File: config.mk
export PLATFORM = sky130hd
export DESIGN_NAME = rsd_front
export DESIGN_NICKNAME = d
export VERILOG_FILES = /design/src/rtl/assert_macros.svh /design/src/rtl/rsd_pkg.sv /design/src/rtl/rsd_front.sv
export SDC_FILE = /design/constraint.sdc
export NUM_CORES = 1
export LEC_CHECK = 0
export ABC_CLOCK_PERIOD_IN_PS = 15700
export BUFFER_PORTS_ARGS = -buffer_cell sky130_fd_sc_hd__buf_2
export CAP_MARGIN = 20
export CORE_AREA = 2 2 264 266
export CTS_BUF_LIST = sky130_fd_sc_hd__clkbuf_2
export CTS_CLUSTER_SIZE = 25
export DETAILED_ROUTE_END_ITERATION = 10
export DIE_AREA = 0 0 266 268
export PLACE_DENSITY_LB_ADDON = 0.05
export SKIP_CTS_REPAIR_TIMING = 1
export SYNTH_ARGS = -nofsm -noshare
export SYNTH_HDL_FRONTEND = slang
export SYNTH_SLANG_ARGS = --single-unit
File: constraint.sdc
create_clock -name clk -period 15.7 [get_ports clk]
set_input_delay 1.57 -clock clk [delete_from_list [all_inputs] [get_ports clk]]
set_output_delay 1.57 -clock clk [all_outputs]
set_load 0.05 [all_outputs]
File: src/rtl/assert_macros.svh
// Assertion macros shared by the RTL. They vanish when SYNTHESIS is defined.
`ifndef ASSERT_MACROS_SVH
`define ASSERT_MACROS_SVH
`ifndef SYNTHESIS
`define RSD_ASSERT(lbl, clk, rstn, prop) \
	lbl: assert property (@(posedge clk) disable iff (!rstn) prop) \
		else $error("assertion failed");
`define RSD_ASSERT_NEXT(lbl, clk, rstn, pre, post) \
	lbl: assert property (@(posedge clk) disable iff (!rstn) (pre) |=> (post)) \
		else $error("assertion failed");
`else
`define RSD_ASSERT(lbl, clk, rstn, prop)
`define RSD_ASSERT_NEXT(lbl, clk, rstn, pre, post)
`endif
`endif

File: src/rtl/rsd_pkg.sv
package rsd_pkg;

	localparam int FRAC_BITS_DEF = 16;
	localparam int QUEUE_DEPTH_DEF = 2;
	localparam logic [31:0] THRESH_RESET = 32'd43;
	localparam logic [63:0] S64_MAX = 64'h7FFF_FFFF_FFFF_FFFF;
	localparam logic [63:0] S64_MIN = 64'h8000_0000_0000_0000;

	// One request after the front end: direction, u = B - A and w = O - A.
	typedef struct packed {
		logic [2:0][31:0] dir;
		logic [2:0][32:0] u;
		logic [2:0][32:0] w;
	} item_t;

	function automatic logic [63:0] sx32(input logic [31:0] x);
		return {{32{x[31]}}, x};
	endfunction

	function automatic logic [63:0] sx33(input logic [32:0] x);
		return {{31{x[32]}}, x};
	endfunction

	function automatic logic [63:0] sadd(input logic [63:0] a, input logic [63:0] b);
		logic [63:0] s;
		s = a + b;
		if (!a[63] && !b[63] && s[63]) return S64_MAX;
		if (a[63] && b[63] && !s[63]) return S64_MIN;
		return s;
	endfunction

	function automatic logic [63:0] ssub(input logic [63:0] a, input logic [63:0] b);
		logic [63:0] d;
		d = a - b;
		if (!a[63] && b[63] && d[63]) return S64_MAX;
		if (a[63] && !b[63] && !d[63]) return S64_MIN;
		return d;
	endfunction

	function automatic logic [63:0] from_mag(input logic neg, input logic [63:0] mag);
		if (!neg) return mag[63] ? S64_MAX : mag;
		return mag[63] ? S64_MIN : (64'd0 - mag);
	endfunction

endpackage

File: src/rtl/rsd_front.sv
module rsd_front (
	input  logic                clk,
	input  logic                arst_n,
	input  logic                push,
	output logic                full,
	input  logic signed [31:0]  ray_origin_x,
	input  logic signed [31:0]  ray_origin_y,
	input  logic signed [31:0]  ray_origin_z,
	input  logic signed [31:0]  ray_dir_x,
	input  logic signed [31:0]  ray_dir_y,
	input  logic signed [31:0]  ray_dir_z,
	input  logic signed [31:0]  seg_a_x,
	input  logic signed [31:0]  seg_a_y,
	input  logic signed [31:0]  seg_a_z,
	input  logic signed [31:0]  seg_b_x,
	input  logic signed [31:0]  seg_b_y,
	input  logic signed [31:0]  seg_b_z,
	output logic                q_push,
	output rsd_pkg::item_t      q_data,
	input  logic                q_full
);

	rsd_pkg::item_t item_in, item_s1;
	logic           v_s1;

	always_comb begin
		item_in.dir[0] = ray_dir_x;
		item_in.dir[1] = ray_dir_y;
		item_in.dir[2] = ray_dir_z;
		item_in.u[0] = {seg_b_x[31], seg_b_x} - {seg_a_x[31], seg_a_x};
		item_in.u[1] = {seg_b_y[31], seg_b_y} - {seg_a_y[31], seg_a_y};
		item_in.u[2] = {seg_b_z[31], seg_b_z} - {seg_a_z[31], seg_a_z};
		item_in.w[0] = {ray_origin_x[31], ray_origin_x} - {seg_a_x[31], seg_a_x};
		item_in.w[1] = {ray_origin_y[31], ray_origin_y} - {seg_a_y[31], seg_a_y};
		item_in.w[2] = {ray_origin_z[31], ray_origin_z} - {seg_a_z[31], seg_a_z};
	end

	assign full = v_s1 && q_full;
	assign q_push = v_s1 && !q_full;
	assign q_data = item_s1;

	always_ff @(posedge clk or negedge arst_n) begin
		if (!arst_n) begin
			v_s1 <= 1'b0;
		end else if (!full) begin
			v_s1 <= push;
		end
	end

	always_ff @(posedge clk) begin
		if (!full && push) begin
			item_s1 <= item_in;
		end
	end

endmodule

==> impl_table.tex <==
\begin{tabular}{lr}
\hline
Metric & Value \\
\hline
\multicolumn{2}{l}{\textbf{GRT}} \\
\quad Wire length of the first global-routing pass & 97530 microns \\
\quad Initial antenna violation count & 34 \\
\quad Pin count of the biggest net entering global routing & between 150 and 200 \\
\quad Overall track demand over capacity in global routing & 18.04\% \\
\quad Total grt overflow & 0 \\
\quad Via count of the first global-routing pass & 16690 \\
\multicolumn{2}{l}{\textbf{Route}} \\
\quad Antenna Nets Post-Route & 0 \\
\quad Total number of vias & 16340 \\
\quad Initial DRC count & between 800 and 900 \\
\quad Number of iterations in the first detailed-routing pass & 7 \\
\quad Routed wire length & 67490 microns \\
\quad Routed len/inst & 19.42 microns \\
\quad DRC violations left & 0 \\
\quad Drt via density & 4.699 \\
\multicolumn{2}{l}{\textbf{Cells and area}} \\
\quad Cell area after layout & 24320 sq um \\
\quad Final core utilization & 35.64\% \\
\quad Combined area of the multi-input logic cells & 9387 sq um \\
\quad Final net count & 3090 \\
\quad Share of post-route cells with drive strength above 1 & 33.40\% \\
\quad Register Area & around 8900 sq um \\
\quad Area growth from synthesis to layout & 27.96\% \\
\quad Number of filler cells placed in the layout & slightly above 7000 \\
\multicolumn{2}{l}{\textbf{Synthesis}} \\
\quad Mapped Nets & 2337 \\
\quad Most frequently used cell type in the post-synthesis netlist & sky130\_fd\_sc\_hd\_\_edfxtp\_1 \\
\quad Cell variety after synth & 90 \\
\quad Synth cell count leaders & sky130\_fd\_sc\_hd\_\_edfxtp\_1, sky130\_fd\_sc\_hd\_\_ha\_1, sky130\_fd\_sc\_hd\_\_inv\_1 \\
\quad Synth async-reset ratio & 0.3390\% \\
\quad Post-synthesis sequential element count & 295 \\
\quad Area share of the largest cell type after synthesis & 46.46\% \\
\quad Most used flip-flop cell after synthesis & sky130\_fd\_sc\_hd\_\_edfxtp\_1 \\
\quad Yosys top cell by area & sky130\_fd\_sc\_hd\_\_edfxtp\_1 \\
\quad Post-synthesis average cell area & 10.85 sq um \\
\quad Leading post-synthesis cells by cell area & sky130\_fd\_sc\_hd\_\_edfxtp\_1, sky130\_fd\_sc\_hd\_\_ha\_1, sky130\_fd\_sc\_hd\_\_xnor2\_1, sky130\_fd\_sc\_hd\_\_a21oi\_1, sky130\_fd\_sc\_hd\_\_a21o\_1 \\
\quad Post-Synthesis Cell Area & 19000 sq um \\
\quad Number of synthesized flops with an enable pin & around 300 \\
\quad Fraction of the yosys area taken by sequential cells & 46.59\% \\
\quad Yosys warns & 0 \\
\quad Post-synthesis instance total & 1751 \\
\multicolumn{2}{l}{\textbf{Place}} \\
\quad Final estimated routing congestion in global placement & 0.8604 \\
\quad Placement Cell Area & 23420 sq um \\
\quad Pre-CTS setup slack & 10850 ps \\
\quad Port bufs & 683 \\
\quad Placed wire-length estimate after detailed placement & 54930 microns \\
\multicolumn{2}{l}{\textbf{Worst setup path}} \\
\quad Crit path kind & primary input to flip-flop \\
\quad Crit path largest cell delay & 490 ps \\
\quad Sort of element at the start of the critical path & primary input \\
\quad Endpoint required time on the critical path & 16500 ps \\
\quad Data arrival time of the critical path & about 4500 ps \\
\quad Most frequent cell on the critical path & sky130\_fd\_sc\_hd\_\_a21oi\_1 \\
\quad Critical-path cell with the highest stage delay & sky130\_fd\_sc\_hd\_\_a21oi\_1 \\
\quad Maximum fanout along the worst path & 4 \\
\quad Crit end category & flip-flop \\
\quad Critical path, cell by cell & buf\_2, ha\_1, fa\_1, nand2b\_1, a21oi\_1, o2111ai\_1, a21oi\_1, a211oi\_2, o41ai\_2, o41ai\_1, xnor2\_1 \\
\multicolumn{2}{l}{\textbf{CTS}} \\
\quad Buffer levels on the longest clock path & 3 \\
\quad Maximum level of the CTS H-tree & 3 \\
\quad Clock-pin slew of the registers on the worst-case setup and hold paths & 100 ps \\
\quad TritonCTS Buffers & 93 \\
\quad Clock tree from TritonCTS & built \\
\quad Number of sinks on the clock net & 295 \\
\quad Clock Latency Late Sink & 1060 ps \\
\quad Clock root cell & sky130\_fd\_sc\_hd\_\_clkbuf\_2 \\
\multicolumn{2}{l}{\textbf{Die}} \\
\quad Core region area & 68230 sq um \\
\quad Horizontal die dimension & about 270 microns \\
\quad Total I/O pin count & 684 \\
\quad Starting Density & 27.85\% \\
\quad Die Footprint & 71290 sq um \\
\quad Die height & 268 microns \\
\quad \# rows & 96 \\
\multicolumn{2}{l}{\textbf{STA}} \\
\quad Number of max-slew violations in the final report & 0 \\
\quad Final Worst Setup Slack & 11970 ps \\
\quad Rel. slew slack & 34.25\% \\
\quad Fmax & 268.4 MHz \\
\quad Worst setup skew after layout & 102.8 ps \\
\quad Shortest clock period the worst path allows after layout & 3726 ps \\
\quad Final Hold Violating Endpoints & 0 \\
\quad Sum of negative setup slack & 0 ps \\
\quad RSZ-0062 raised after global routing & no \\
\quad Period utilisation layout & 23.74\% \\
\quad Final setup fails & 0 \\
\quad Transition time of the tightest slew-check pin & 986.2 ps \\
\multicolumn{2}{l}{\textbf{Hold path}} \\
\quad Hold WC Path Type & primary input to async pin \\
\multicolumn{2}{l}{\textbf{Power}} \\
\quad Static leakage & $\sim$11 nW \\
\quad Worst supply voltage drop on vdd & 0.00006578 V \\
\quad Pwr dens & 102.2 nW/um\^{}2 \\
\multicolumn{2}{l}{\textbf{Job}} \\
\quad Max-cap check violation count & 0 \\
\multicolumn{2}{l}{\textbf{Status}} \\
\quad Result of the run & finished clean \\
\hline
\end{tabular}
## cells by family after synthesis
family / count (synthesis) / share of synthesized area [%]
compound gates: 527 / 18.77
xor+xnor: 160 / 7.375
fa+ha+maj: 198 / 13.27
buf+inv: 194 / 4.049
flops: 295 / 46.59
mux: 5 / 0.2634
simple gates: 372 / 9.673
## cells in the final DEF (no fill, tap or decap), types with 16 or more instances in the layout
| cell type | synthesis | layout |
|---|---|---|
| sky130_fd_sc_hd__buf_2 | 1 | 683 |
| sky130_fd_sc_hd__edfxtp_1 | 294 | 294 |
| sky130_fd_sc_hd__ha_1 | 192 | 192 |
| sky130_fd_sc_hd__inv_1 | 165 | 165 |
| sky130_fd_sc_hd__a21oi_1 | 155 | 155 |
| sky130_fd_sc_hd__clkbuf_2 | 0 | 132 |
| sky130_fd_sc_hd__xnor2_1 | 103 | 103 |
| sky130_fd_sc_hd__nor2_1 | 100 | 100 |
| sky130_fd_sc_hd__a21o_1 | 94 | 94 |
| sky130_fd_sc_hd__nand2_1 | 87 | 87 |
| sky130_fd_sc_hd__o21ai_0 | 63 | 63 |
| sky130_fd_sc_hd__xor2_1 | 57 | 57 |
| sky130_fd_sc_hd__nand3_1 | 37 | 37 |
| sky130_fd_sc_hd__clkinv_1 | 0 | 29 |
| sky130_fd_sc_hd__nand2b_1 | 28 | 28 |
| sky130_fd_sc_hd__o21a_1 | 27 | 27 |
| sky130_fd_sc_hd__o21ai_1 | 24 | 24 |
| sky130_fd_sc_hd__nor2b_1 | 24 | 23 |
| sky130_fd_sc_hd__nand4_1 | 20 | 20 |
| sky130_fd_sc_hd__o21bai_1 | 18 | 18 |
| sky130_fd_sc_hd__a31oi_1 | 18 | 18 |
| sky130_fd_sc_hd__nor3_1 | 17 | 17 |
| sky130_fd_sc_hd__and3_1 | 17 | 17 |
| sky130_fd_sc_hd__diode_2 | 0 | 16 |
## power by group
group / leakage (nW) / total, mW / switching [mW] / internal [mW]
registers: 2.81 / 0.992 / 0.0187 / 0.974
clock network: 0.647 / 0.641 / 0.380 / 0.260
logic: 7.90 / 0.853 / 0.585 / 0.268
total: 11.4 / 2.49 / 0.984 / 1.50
## stage by stage
step | instances | hold WS (ps) | power (mW)
finish | 3476 | 260.8 | 2.486
global route | 3472 | 144.5 | 2.633
CTS | 3460 | 91.57 | 2.537
detailed placement | 3291 | 712.8 | 1.869
global placement | 3291 | 712.1 | 1.869
floorplan | 1751 | 1002 | 1.639
## area by class of cell
cell class                 instances  area share (%)
antenna                           16          0.1647
clock buffer                     132           2.717
clock inverter                    37          0.8027
inverter                         166           2.563
multi-input combinational       1262           38.60
sequential                       295           36.41
tap                              882           4.538
timing repair buffer             686           14.20
## per-layer routing
layer	part of all wire, %	up-vias	wire [microns]	global-route usage [%]
met2	51	467	34170	31.95
met1	38	7592	25870	19.68
li1	-	8094	-	-
met4	2.9	30	1940	7.106
met5	0.28	-	192	0
met3	7.9	152	5319	6.424
## sequential cells by signal, summed over array words and instances, names as in the netlist
name	cells
v_s1	1
q_data	294
## worst paths after layout
kind	startpoint	to	slack, ps	cells after the start
max	seg_a_x[0]	q_data[129]	11970	11
min	arst_n	v_s1	260	1
max reg2reg	v_s1	q_data[112]	12890	4
min reg2reg	v_s1	v_s1	730	2
max in group asynchronous	arst_n	v_s1	15360	1
min in group clk	ray_dir_x[18]	q_data[216]	680	1
## critical path: cells and delay by family
family / cells / cell delay [ps]
AOI/OAI and AO/OA: 6 / 1820
adders and majority gates: 2 / 670
xor gates and xnor gates: 1 / 150
buffers and inverters: 1 / 110
and+or+nand+nor: 1 / 190
(Power assumes the default switching activity.)
