==> config.mk <==
export PLATFORM = sky130hd
export DESIGN_NAME = rsd_fifo
export DESIGN_NICKNAME = d
export VERILOG_FILES = /design/src/rtl/assert_macros.svh /design/src/rtl/rsd_pkg.sv /design/src/rtl/rsd_fifo.sv
export SDC_FILE = /design/constraint.sdc
export NUM_CORES = 1
export LEC_CHECK = 0
export BUFFER_PORTS_ARGS = -buffer_cell sky130_fd_sc_hd__clkbuf_2
export CORE_AREA = 5 5 227 229
export CTS_CLUSTER_SIZE = 24
export DETAILED_ROUTE_END_ITERATION = 16
export DIE_AREA = 0 0 232 234
export PLACE_DENSITY = 0.7
export SETUP_SLACK_MARGIN = 0.05
export SLEW_MARGIN = 20
export SYNTH_ARGS = -nofsm -noshare
export SYNTH_HDL_FRONTEND = slang
export SYNTH_SLANG_ARGS = --single-unit
export TNS_END_PERCENT = 10
==> constraint.sdc <==
create_clock -name clk -period 28.8 [get_ports clk]
set_clock_uncertainty 0.1 [all_clocks]
set_input_delay 4.32 -clock clk [delete_from_list [all_inputs] [get_ports clk]]
set_output_delay 4.32 -clock clk [all_outputs]
set_load 0.02 [all_outputs]
==> src/rtl/assert_macros.svh <==
// Assertion macros shared by the RTL. They vanish when SYNTHESIS is defined.
`ifndef ASSERT_MACROS_SVH
`define ASSERT_MACROS_SVH
`ifndef SYNTHESIS
`define RSD_ASSERT(lbl, clk, rstn, prop) \
	lbl: assert property (@(posedge clk) disable iff (!rstn) prop) \
		else $error("assertion failed");
`define RSD_ASSERT_NEXT(lbl, clk, rstn, pre, post) \
	lbl: assert property (@(posedge clk) disable iff (!rstn) (pre) |=> (post)) \
		else $error("assertion failed");
`else
`define RSD_ASSERT(lbl, clk, rstn, prop)
`define RSD_ASSERT_NEXT(lbl, clk, rstn, pre, post)
`endif
`endif

==> src/rtl/rsd_pkg.sv <==
package rsd_pkg;

	localparam int FRAC_BITS_DEF = 16;
	localparam int QUEUE_DEPTH_DEF = 2;
	localparam logic [31:0] THRESH_RESET = 32'd43;
	localparam logic [63:0] S64_MAX = 64'h7FFF_FFFF_FFFF_FFFF;
	localparam logic [63:0] S64_MIN = 64'h8000_0000_0000_0000;

	// One request after the front end: direction, u = B - A and w = O - A.
	typedef struct packed {
		logic [2:0][31:0] dir;
		logic [2:0][32:0] u;
		logic [2:0][32:0] w;
	} item_t;

	function automatic logic [63:0] sx32(input logic [31:0] x);
		return {{32{x[31]}}, x};
	endfunction

	function automatic logic [63:0] sx33(input logic [32:0] x);
		return {{31{x[32]}}, x};
	endfunction

	function automatic logic [63:0] sadd(input logic [63:0] a, input logic [63:0] b);
		logic [63:0] s;
		s = a + b;
		if (!a[63] && !b[63] && s[63]) return S64_MAX;
		if (a[63] && b[63] && !s[63]) return S64_MIN;
		return s;
	endfunction

	function automatic logic [63:0] ssub(input logic [63:0] a, input logic [63:0] b);
		logic [63:0] d;
		d = a - b;
		if (!a[63] && b[63] && d[63]) return S64_MAX;
		if (a[63] && !b[63] && !d[63]) return S64_MIN;
		return d;
	endfunction

	function automatic logic [63:0] from_mag(input logic neg, input logic [63:0] mag);
		if (!neg) return mag[63] ? S64_MAX : mag;
		return mag[63] ? S64_MIN : (64'd0 - mag);
	endfunction

endpackage

==> src/rtl/rsd_fifo.sv <==
module rsd_fifo #(
	parameter int DEPTH = rsd_pkg::QUEUE_DEPTH_DEF
) (
	input  logic           clk,
	input  logic           arst_n,
	input  logic           wr_en,
	input  rsd_pkg::item_t wr_data,
	output logic           full,
	input  logic           rd_en,
	output rsd_pkg::item_t rd_data,
	output logic           empty
);

	localparam int AW = (DEPTH > 1) ? $clog2(DEPTH) : 1;
	localparam int CW = $clog2(DEPTH + 1);

	rsd_pkg::item_t  mem [DEPTH];
	logic [AW-1:0]   wr_ptr_q, rd_ptr_q;
	logic [CW-1:0]   count_q;

	assign full = (count_q == CW'(DEPTH));
	assign empty = (count_q == '0);
	assign rd_data = mem[rd_ptr_q];

	always_ff @(posedge clk) begin
		if (wr_en) begin
			mem[wr_ptr_q] <= wr_data;
		end
	end

	always_ff @(posedge clk or negedge arst_n) begin
		if (!arst_n) begin
			wr_ptr_q <= '0;
			rd_ptr_q <= '0;
			count_q <= '0;
		end else begin
			if (wr_en) begin
				wr_ptr_q <= (wr_ptr_q == AW'(DEPTH - 1)) ? '0 : wr_ptr_q + 1'b1;
			end
			if (rd_en) begin
				rd_ptr_q <= (rd_ptr_q == AW'(DEPTH - 1)) ? '0 : rd_ptr_q + 1'b1;
			end
			if (wr_en && !rd_en) begin
				count_q <= count_q + 1'b1;
			end else if (rd_en && !wr_en) begin
				count_q <= count_q - 1'b1;
			end
		end
	end

endmodule

==> results of run 1 <==
## cells in the final DEF, fill, tap and decap left out
cell,synthesis,final
dfrtp_4,0,1
buf_12,0,2
inv_1,1,1
and2_4,0,1
inv_6,0,2
xnor2_1,1,1
clkbuf_1,0,16
buf_4,0,6
diode_2,0,3
nor2b_1,2,1
mux2_4,20,20
clkbuf_2,0,593
clkbuf_16,0,59
bufinv_16,0,2
edfxtp_1,588,588
dfrtp_1,4,3
mux2_1,1,1
ha_1,1,1
nor2_1,2,2
clkinv_2,0,9
clkinv_1,0,9
xor2_1,4,4
nor2b_4,0,1
clkinv_4,0,1
clkinvlp_4,0,2
clkbuf_8,0,4
mux2_2,273,273
## flip-flops by register name, summed over array words and instances (netlist names)
signal / flops
count_q: 2
rd_ptr_q: 1
mem: 588
wr_ptr_q: 1
## power groups by stage
stage | Clock, mW | Combinational [mW] | Sequential (mW)
3_3_place_gp | 0 | 0.893 | 1.20
5_1_grt | 0.759 | 0.931 | 1.21
4_1_cts | 0.721 | 0.898 | 1.20
6_report | 0.699 | 0.881 | 1.19
2_1_floorplan | 0 | 0.643 | 1.26
3_5_place_dp | 0 | 0.894 | 1.21
## synth_stat cells
| library cell | instances | area share, % |
|---|---|---|
| edfxtp_1 | 588 | 82 |
| mux2_2 | 273 | 14 |
| buf_6 | 29 | 1.5 |
| mux2_4 | 20 | 1.4 |
| buf_2 | 4 | 0.093 |
| dfrtp_1 | 4 | 0.46 |
| xor2_1 | 4 | 0.16 |
| nor2_1 | 2 | 0.035 |
| nor2b_1 | 2 | 0.058 |
| and2_1 | 1 | 0.029 |
| ha_1 | 1 | 0.058 |
| inv_1 | 1 | 0.017 |
| mux2_1 | 1 | 0.052 |
| xnor2_1 | 1 | 0.041 |
## worst max-delay path: stages (launching register included)
cell	delay [ns]
dfrtp_4	0.98
buf_4	0.92
mux2_2	0.45
clkbuf_2	0.17
## metrics by stage
| stage | worst slack (ns) | utilization, % | std cells | hold slack [ns] | area (um^2) |
|---|---|---|---|---|---|
| after floorplan | 10.75 | - | 931 | 0.3555 | 21580 |
| after global placement | 21.63 | 50.83 | 2171 | 0.3753 | 25140 |
| after detailed placement | 21.61 | 50.83 | 2171 | 0.3762 | 25140 |
| after CTS | 21.08 | 54.41 | 2275 | 0.3838 | 26910 |
| after global routing | 20.99 | 54.43 | 2278 | 0.4197 | 26920 |
| final | 21.17 | 54.43 | 2278 | 0.3843 | 26920 |
## final cells by class
class	instances	area [um^2]	share of cell area, %
Sequential cell	592	17760	65.99
Antenna cell	3	7.507	0.02789
Clock buffer	79	1592	5.913
Tap cell	672	840.8	3.124
Multi-Input combinational cell	305	3478	12.92
Clock inverter	25	180.2	0.6694
Inverter	1	3.754	0.01395
Timing Repair Buffer	601	3053	11.34
## cell families (layout without fill, tap and decap cells)
family | count (synthesis) | count (layout) | synth area share, %
xor+xnor | 5 | 5 | 0.2030
fa+ha+maj | 1 | 1 | 0.05798
buf+inv | 34 | 706 | 1.624
flops | 592 | 592 | 82.30
mux | 294 | 294 | 15.69
other cells | 0 | 3 | 0
simple gates | 5 | 5 | 0.1218
## final timing paths
check                            from           end  slack [ns]
hold / removal             count_q[1]    count_q[1]        0.38
max in group asynchronous      arst_n      rd_ptr_q       24.97
min in group asynchronous      arst_n      rd_ptr_q        3.46
setup reg to reg             wr_ptr_q   mem[0][284]       25.71
setup / recovery             rd_ptr_q  rd_data[203]       21.17
hold reg to reg            count_q[1]    count_q[1]        0.38
## per-layer routing
layer  routed length, um  GRT usage (%)  vias up
met1               16580          18.28     5496
met4                1375          6.278        4
met5                  27              0        -
li1                    -              -     4998
met2               24790          28.76      379
met3                3742          5.231       87
==> results.tsv, run 1 <==
metric	value	unit
start_util	43.63	%
cts_tree	done	
dp_hpwl	32240	um
clkSlewWorstSetupHoldPaths	0.06	ns
switching_share	32.26	%
postCtsSetupBuffers	0	
mappedNetlistArea	21580	um^2
ios	594	
cts_num_sinks	592	
ys_ff_latch	592	
syn_nets	1230	
maxCapViolations	0	
wirelength	46520	um
h-tree-depth	2	
power	2.775	mW
rsz0062_at_grt	false	
hold_class	reg -> reg	
placementRows	82	
detailedRoute.firstIterationViolations	591	
grt_pass1_wl	67070	um
die_w	232	um
place_congestion	0.7747	
combPwrFrac	31.8	%
setup_violations	0	
crit_fanout	82	
cp-end-kind	output pin	
setup_tns	0	ns
reg2reg_depth	3	
grt_use_total	16.19	%
die-area	54290	um^2
clock.fmax	131.0	MHz
tightest_slew	1.132	ns
holdBufCountCts	0	
cts_buffer_depth	3	
max-vdd-ir-drop	73.28	uV
syn_inst	931	
layout.nets	1857	
cellPowerDensity	103.1	nW/um^2
critical_path_class	reg -> out	
cp.arrival	3.21	ns
viasPerCell	4.813	
required	24.38	ns
hold_viol	0	
grt-ovfl-total	0	
leakage	10.23	nW
die_h	234	um
area.growth.synth_to_final	24.75	%
vias	10960	
ant_nets	0	
port-buffer-count	593	
p_sw	0.8951	mW
clock_power_share	25.2	%
drc_errors	0	
numCtsBuffers	57	
insertion_delay	0.57	ns
fillers	3939	
synth.distinct_cells	14	
synth.avg_cell_area	23.17	um^2
finalCriticalPeriod	7.631	ns
power_frac_seq	43.0	%
grt_max_degree	155	
grt_pass1_vias	11470	
status	finished, final reports clean	
drive_gt1_share	60.89	%
dr.pass1.iters	4	
internal_power	1.880	mW
wl_per_cell	20.42	um
antenna_found_initial	6	
period_share	26.50	%
seq_area_frac_synth	82.30	%
holdPathStages	1	
maxSlewViolCount	0	
core-area	49450	um^2
max-slew-margin-rel	24.50	%
cts_resized	0	
cts-root-buf	clkbuf_16	
ys_warn_count	0	
start_kind	flop	
No activity file was read; power rests on OpenSTA's default activity.
==> run 2, diff against run 1 <==
--- a/config.mk
+++ b/config.mk
@@ -10,7 +10,7 @@
 export CTS_CLUSTER_SIZE = 24
 export DETAILED_ROUTE_END_ITERATION = 16
 export DIE_AREA = 0 0 232 234
-export PLACE_DENSITY = 0.7
+export PLACE_DENSITY = 0.73
 export SETUP_SLACK_MARGIN = 0.05
 export SLEW_MARGIN = 20
 export SYNTH_ARGS = -nofsm -noshare
==> constraint.sdc (replaced) <==
create_clock -name clk -period 6.9 [get_ports clk]
set_clock_uncertainty 0.1 [all_clocks]
set_input_delay 1.035 -clock clk [delete_from_list [all_inputs] [get_ports clk]]
set_output_delay 1.035 -clock clk [all_outputs]
set_load 0.02 [all_outputs]
==> run 2 against run 1 <==
- core utilization about the same
- total power rose to 4.2 times the previous value
- design area barely moved
- clock power grew to 4.1 times the previous value
- hold slack got worse by 0.23 ns
==> results.tsv, run 2 (synthesized netlist as in run 1, its figures left out) <==
metric	value	unit	change
r2r-start	wr_ptr_q		unchanged
max-vdd-ir-drop	305.6	uV	was 73.28 uV
crit_fanout	147		was 82
whs	0.1529	ns	was 0.3843 ns
combPwrFrac	32.5	%	was 31.8%
die_w	232	um	unchanged
top_regs	mem: 588 flops, count_q: 2 flops		unchanged
clock.fmax	277.4	MHz	
cts_resized	0		unchanged
setup_ws	3.295	ns	was 21.17 ns
viasPerCell	4.845		was 4.813
antenna_found_initial	2		was 6
drive_gt1_share	60.60	%	was 60.89%
final_cell_mix	clkbuf_2 (593), edfxtp_1 (588), mux2_2 (273)		unchanged
p_sw	3.746	mW	was 0.8951 mW
final_common_cell	clkbuf_2		unchanged
cts-root-buf	clkbuf_16		unchanged
internal_power	7.844	mW	was 1.880 mW
h-tree-depth	2		unchanged
ant_nets	0		unchanged
dr.pass1.iters	5		was 4
wirelength	46550	um	was 46,520 um
die_h	234	um	unchanged
status	finished, final reports clean		unchanged
largest_reg_flops	588		unchanged
core-area	49450	um^2	unchanged
cp-end-kind	output pin		unchanged
grt_pass1_wl	67500	um	was 67,070 um
power_frac_seq	42.5	%	was 43.0%
regMostFlops	mem		unchanged
clkSlewWorstSetupHoldPaths	0.06	ns	about the same
numCtsBuffers	57		unchanged
vias	11020		was 10,960
grt_max_degree	152		was 155
place_congestion	0.7887		was 0.7747
cts_num_sinks	592		unchanged
die-area	54290	um^2	unchanged
leakage	10.22	nW	was 10.23 nW
area.growth.synth_to_final	24.76	%	was 24.75%
grt-ovfl-total	0		unchanged
placementRows	82		unchanged
maxCapViolations	0		unchanged
wl_per_cell	20.46	um	was 20.42 um
cts_tree	done		unchanged
layout.nets	1856		was 1,857
drc_errors	0		unchanged
tightest_slew	1.145	ns	was 1.132 ns
switching_share	32.32	%	was 32.26%
insertion_delay	0.57	ns	about the same
holdBufCountCts	0		unchanged
grt_pass1_vias	11580		was 11,470
start_kind	flop		unchanged
clock_power_share	25.0	%	was 25.2%
place_worst_setup_slack	3.655	ns	was 21.61 ns
rsz0062_at_grt	false		unchanged
grt_use_total	16.16	%	was 16.19%
hold_viol	0		unchanged
cp.arrival	2.47	ns	was 3.21 ns
cts_buffer_depth	3		unchanged
ios	594		unchanged
port-buffer-count	593		unchanged
postCtsSetupBuffers	0		unchanged
detailedRoute.firstIterationViolations	578		was 591
finalCriticalPeriod	3.605	ns	
cellPowerDensity	430.6	nW/um^2	was 103.1 nW/um^2
required	5.76	ns	was 24.38 ns
setup_violations	0		unchanged
max-slew-margin-rel	23.65	%	was 24.50%
dp_hpwl	32440	um	was 32,240 um
period_share	52.25	%	
start_util	43.63	%	unchanged
power	11.59	mW	was 2.775 mW
critical_path_class	reg -> out		unchanged
hold_class	in -> async		was reg -> reg
startpoint	rd_ptr_q		unchanged
maxSlewViolCount	0		unchanged
## run 2: stage by stage
step	instance area, um^2	std cells	setup TNS (ns)	utilization, %
2_1_floorplan	21580	931	-445.57	-
3_3_place_gp	25170	2170	0	50.89
3_5_place_dp	25170	2170	0	50.89
4_1_cts	26910	2271	0	54.41
5_1_grt	26910	2273	0	54.42
6_report	26920	2275	0	54.43
## run 2: area by class of cell
| cell class | instances | area [um^2] |
|---|---|---|
| antenna | 4 | 10.01 |
| clock buffer | 70 | 1518 |
| clock inverter | 31 | 222.7 |
| fill | 3835 | 22540 |
| inverter | 1 | 3.754 |
| multi-input combinational | 305 | 3478 |
| sequential | 592 | 17760 |
| tap | 672 | 840.8 |
| timing repair buffer | 600 | 3083 |
## run 2: layer usage
metal	GRT usage, %	routed length, um	vias to the layer above	part of all wire (%)
met5	0	0	-	0
met4	6.148	1688	0	3.6
met3	5.158	3489	104	7.5
li1	-	-	4998	-
met2	28.61	24600	402	53
met1	18.40	16780	5519	36
## run 2: critical path, cell delays in order, from the launching register on
cell and delay (ns):
dfrtp_4 0.44, buf_12 0.41, mux2_2 0.44, clkbuf_2 0.19
## run 2: path summary, 6_finish.rpt
kind,endpoint,slack [ns],cells past startpoint
max,rd_data[281],3.29,3
min in group clk,count_q[1],0.41,1
min reg2reg,count_q[1],0.41,1
min,count_q[1],0.15,1
max in group asynchronous,rd_ptr_q,6.41,1
max reg2reg,mem[1][94],4.36,2
## run 2: power groups by stage
stage | Sequential (mW) | Clock, mW | Combinational [mW]
floorplan | 5.11 | 0 | 2.69
global placement | 4.95 | 0 | 3.79
detailed placement | 5.00 | 0 | 3.81
CTS | 4.93 | 2.98 | 3.82
global route | 4.97 | 3.14 | 3.97
finish | 4.92 | 2.90 | 3.77
==> run 3, diff against run 2 <==
==> constraint.sdc (replaced) <==
create_clock -name clk -period 3.05 [get_ports clk]
set_clock_uncertainty 0.1 [all_clocks]
set_input_delay 0.4575 -clock clk [delete_from_list [all_inputs] [get_ports clk]]
set_output_delay 0.4575 -clock clk [all_outputs]
set_load 0.02 [all_outputs]
==> run 3 against run 2 <==
- total power increased by 130%
- final cell count up 14%
- largest power group unchanged
- clock power grew 130%
- hold slack lost 0.0087 ns
- highest routed layer is now met5
- critical path type unchanged
- sequential share of layout area decreased by 7.1 points
- setup slack got worse by 3.1 ns
==> results.tsv, run 3 (synthesized netlist as in run 1, its figures left out) <==
metric	value	unit	change
cp_cell_sequence	buf_12 > mux2_2 > clkbuf_2		unchanged
cp-end-kind	output pin		unchanged
final_common_cell	clkbuf_2		unchanged
final_cell_mix	clkbuf_2 (593), edfxtp_1 (588), dlygate4sd3_1 (297)		was clkbuf_2 (593), edfxtp_1 (588), mux2_2 (273)
ios	594		unchanged
die_h	234	um	unchanged
drive_gt1_share	51.93	%	was 60.60%
critical_path_class	reg -> out		unchanged
viasPerCell	4.859		was 4.845
cp.arrival	2.31	ns	was 2.47 ns
utilization	61.01	%	was 54.43%
clkSlewWorstSetupHoldPaths	0.06	ns	about the same
placementRows	82		unchanged
slowest_delay	0.54	ns	was 0.44 ns
cts_buffer_depth	3		unchanged
max-vdd-ir-drop	697.7	uV	was 305.6 uV
r2r-start	wr_ptr_q		unchanged
rsz0062_at_grt	false		unchanged
grt_pass1_vias	13940		was 11,580
wirelength	55360	um	was 46,550 um
reg2reg_depth	2		unchanged
setup_violations	0		unchanged
stdcell_count	2599		was 2,275
place_congestion	0.8093		was 0.7887
setup_tns	0	ns	unchanged
cp_slowest_cell	dfrtp_4		unchanged
port-buffer-count	593		unchanged
maxSlewViolCount	0		unchanged
startpoint	rd_ptr_q		unchanged
cts_tree	done		unchanged
regMostFlops	mem		unchanged
cts_resized	0		unchanged
grt_pass1_wl	81330	um	was 67,500 um
maxCapViolations	0		unchanged
clock.fmax	348.8	MHz	
hold_viol	0		unchanged
max-slew-margin-rel	45.48	%	was 23.65%
postCtsSetupBuffers	0		unchanged
area.growth.synth_to_final	39.84	%	was 24.76%
drc_errors	0		unchanged
dp_hpwl	34290	um	was 32,440 um
status	finished, final reports clean		unchanged
start_kind	flop		unchanged
post-place-cells	2194		was 2,170
cellPowerDensity	900.3	nW/um^2	was 430.6 nW/um^2
tightest_slew	0.8178	ns	was 1.145 ns
required	2.49	ns	was 5.76 ns
detailedRoute.firstIterationViolations	707		was 578
largest_reg_flops	588		unchanged
die_w	232	um	unchanged
insertion_delay	0.59	ns	was 0.57 ns
antenna_found_initial	7		was 2
core-area	49450	um^2	unchanged
ant_nets	0		unchanged
hold_class	in -> async		unchanged
grt_max_degree	127		was 152
fillers	3436		was 3,835
grt-ovfl-total	0		unchanged
die-area	54290	um^2	unchanged
period_share	93.99	%	
whs	0.1441	ns	was 0.1529 ns
cts-root-buf	clkbuf_16		unchanged
h-tree-depth	2		unchanged
start_util	43.63	%	unchanged
top_regs	mem: 588 flops, count_q: 2 flops		unchanged
leakage	11.62	nW	was 10.22 nW
finalCriticalPeriod	2.867	ns	
cts_num_sinks	592		unchanged
crit_fanout	97		was 147
grt_use_total	19.50	%	was 16.16%
dr.pass1.iters	5		unchanged
power	27.16	mW	was 11.59 mW
vias	12630		was 11,020
layout.nets	2177		was 1,856
numCtsBuffers	57		unchanged
wl_per_cell	21.30	um	was 20.46 um
## run 3: layer usage
layer  up-vias  part of all wire [%]  GRT usage (%)
li1       5632                     -              -
met1      6312                    34          21.27
met2       535                    55          35.90
met3       147                   6.8          4.674
met4         2                   4.2          9.103
met5         -                 0.013              0
## run 3: power by group
| group | total [mW] | switching, mW | leakage (nW) | internal, mW |
|---|---|---|---|---|
| combinational | 9.29 | 5.64 | 5.20 | 3.64 |
| sequential | 11.2 | 0.399 | 5.56 | 10.8 |
| clock | 6.69 | 2.92 | 0.857 | 3.77 |
## run 3: worst paths after layout
check                               endpoint  slack (ns)
worst max register to register   mem[1][161]        1.19
worst min register to register    count_q[1]        0.39
max in group asynchronous           rd_ptr_q        2.55
worst max-delay path            rd_data[190]        0.18
min in group clk                  count_q[1]        0.39
worst min-delay path                rd_ptr_q        0.14
## run 3: worst max-delay path, delay by kind of cell (launching register included)
kind,cells,cell delay (ns)
DFF,1,0.54
muxes,1,0.44
buffers and inverters,2,0.54
## run 3: metrics by stage
stage	cell area [um^2]	setup slack [ns]
after floorplan	21580	-2.338
after global placement	25430	0.8497
after detailed placement	25430	0.8569
after CTS	30150	0.1784
after global routing	30160	0.1302
final	30170	0.1833
## run 3: what timing repair did
action                     in CTS  in global routing
hold buffers                  297                  0
setup endpoints to repair       0                  0
hold endpoints to repair      594                  0
## run 3: layout make-up
cell class	count	area, um^2	area share [%]
Inverter	1	3.754	0.01244
Clock inverter	27	216.5	0.7174
Timing Repair Buffer	921	6324	20.96
Multi-Input combinational cell	305	3478	11.53
Sequential cell	592	17760	58.87
Clock buffer	72	1525	5.055
Tap cell	672	840.8	2.787
Antenna cell	9	22.52	0.07465
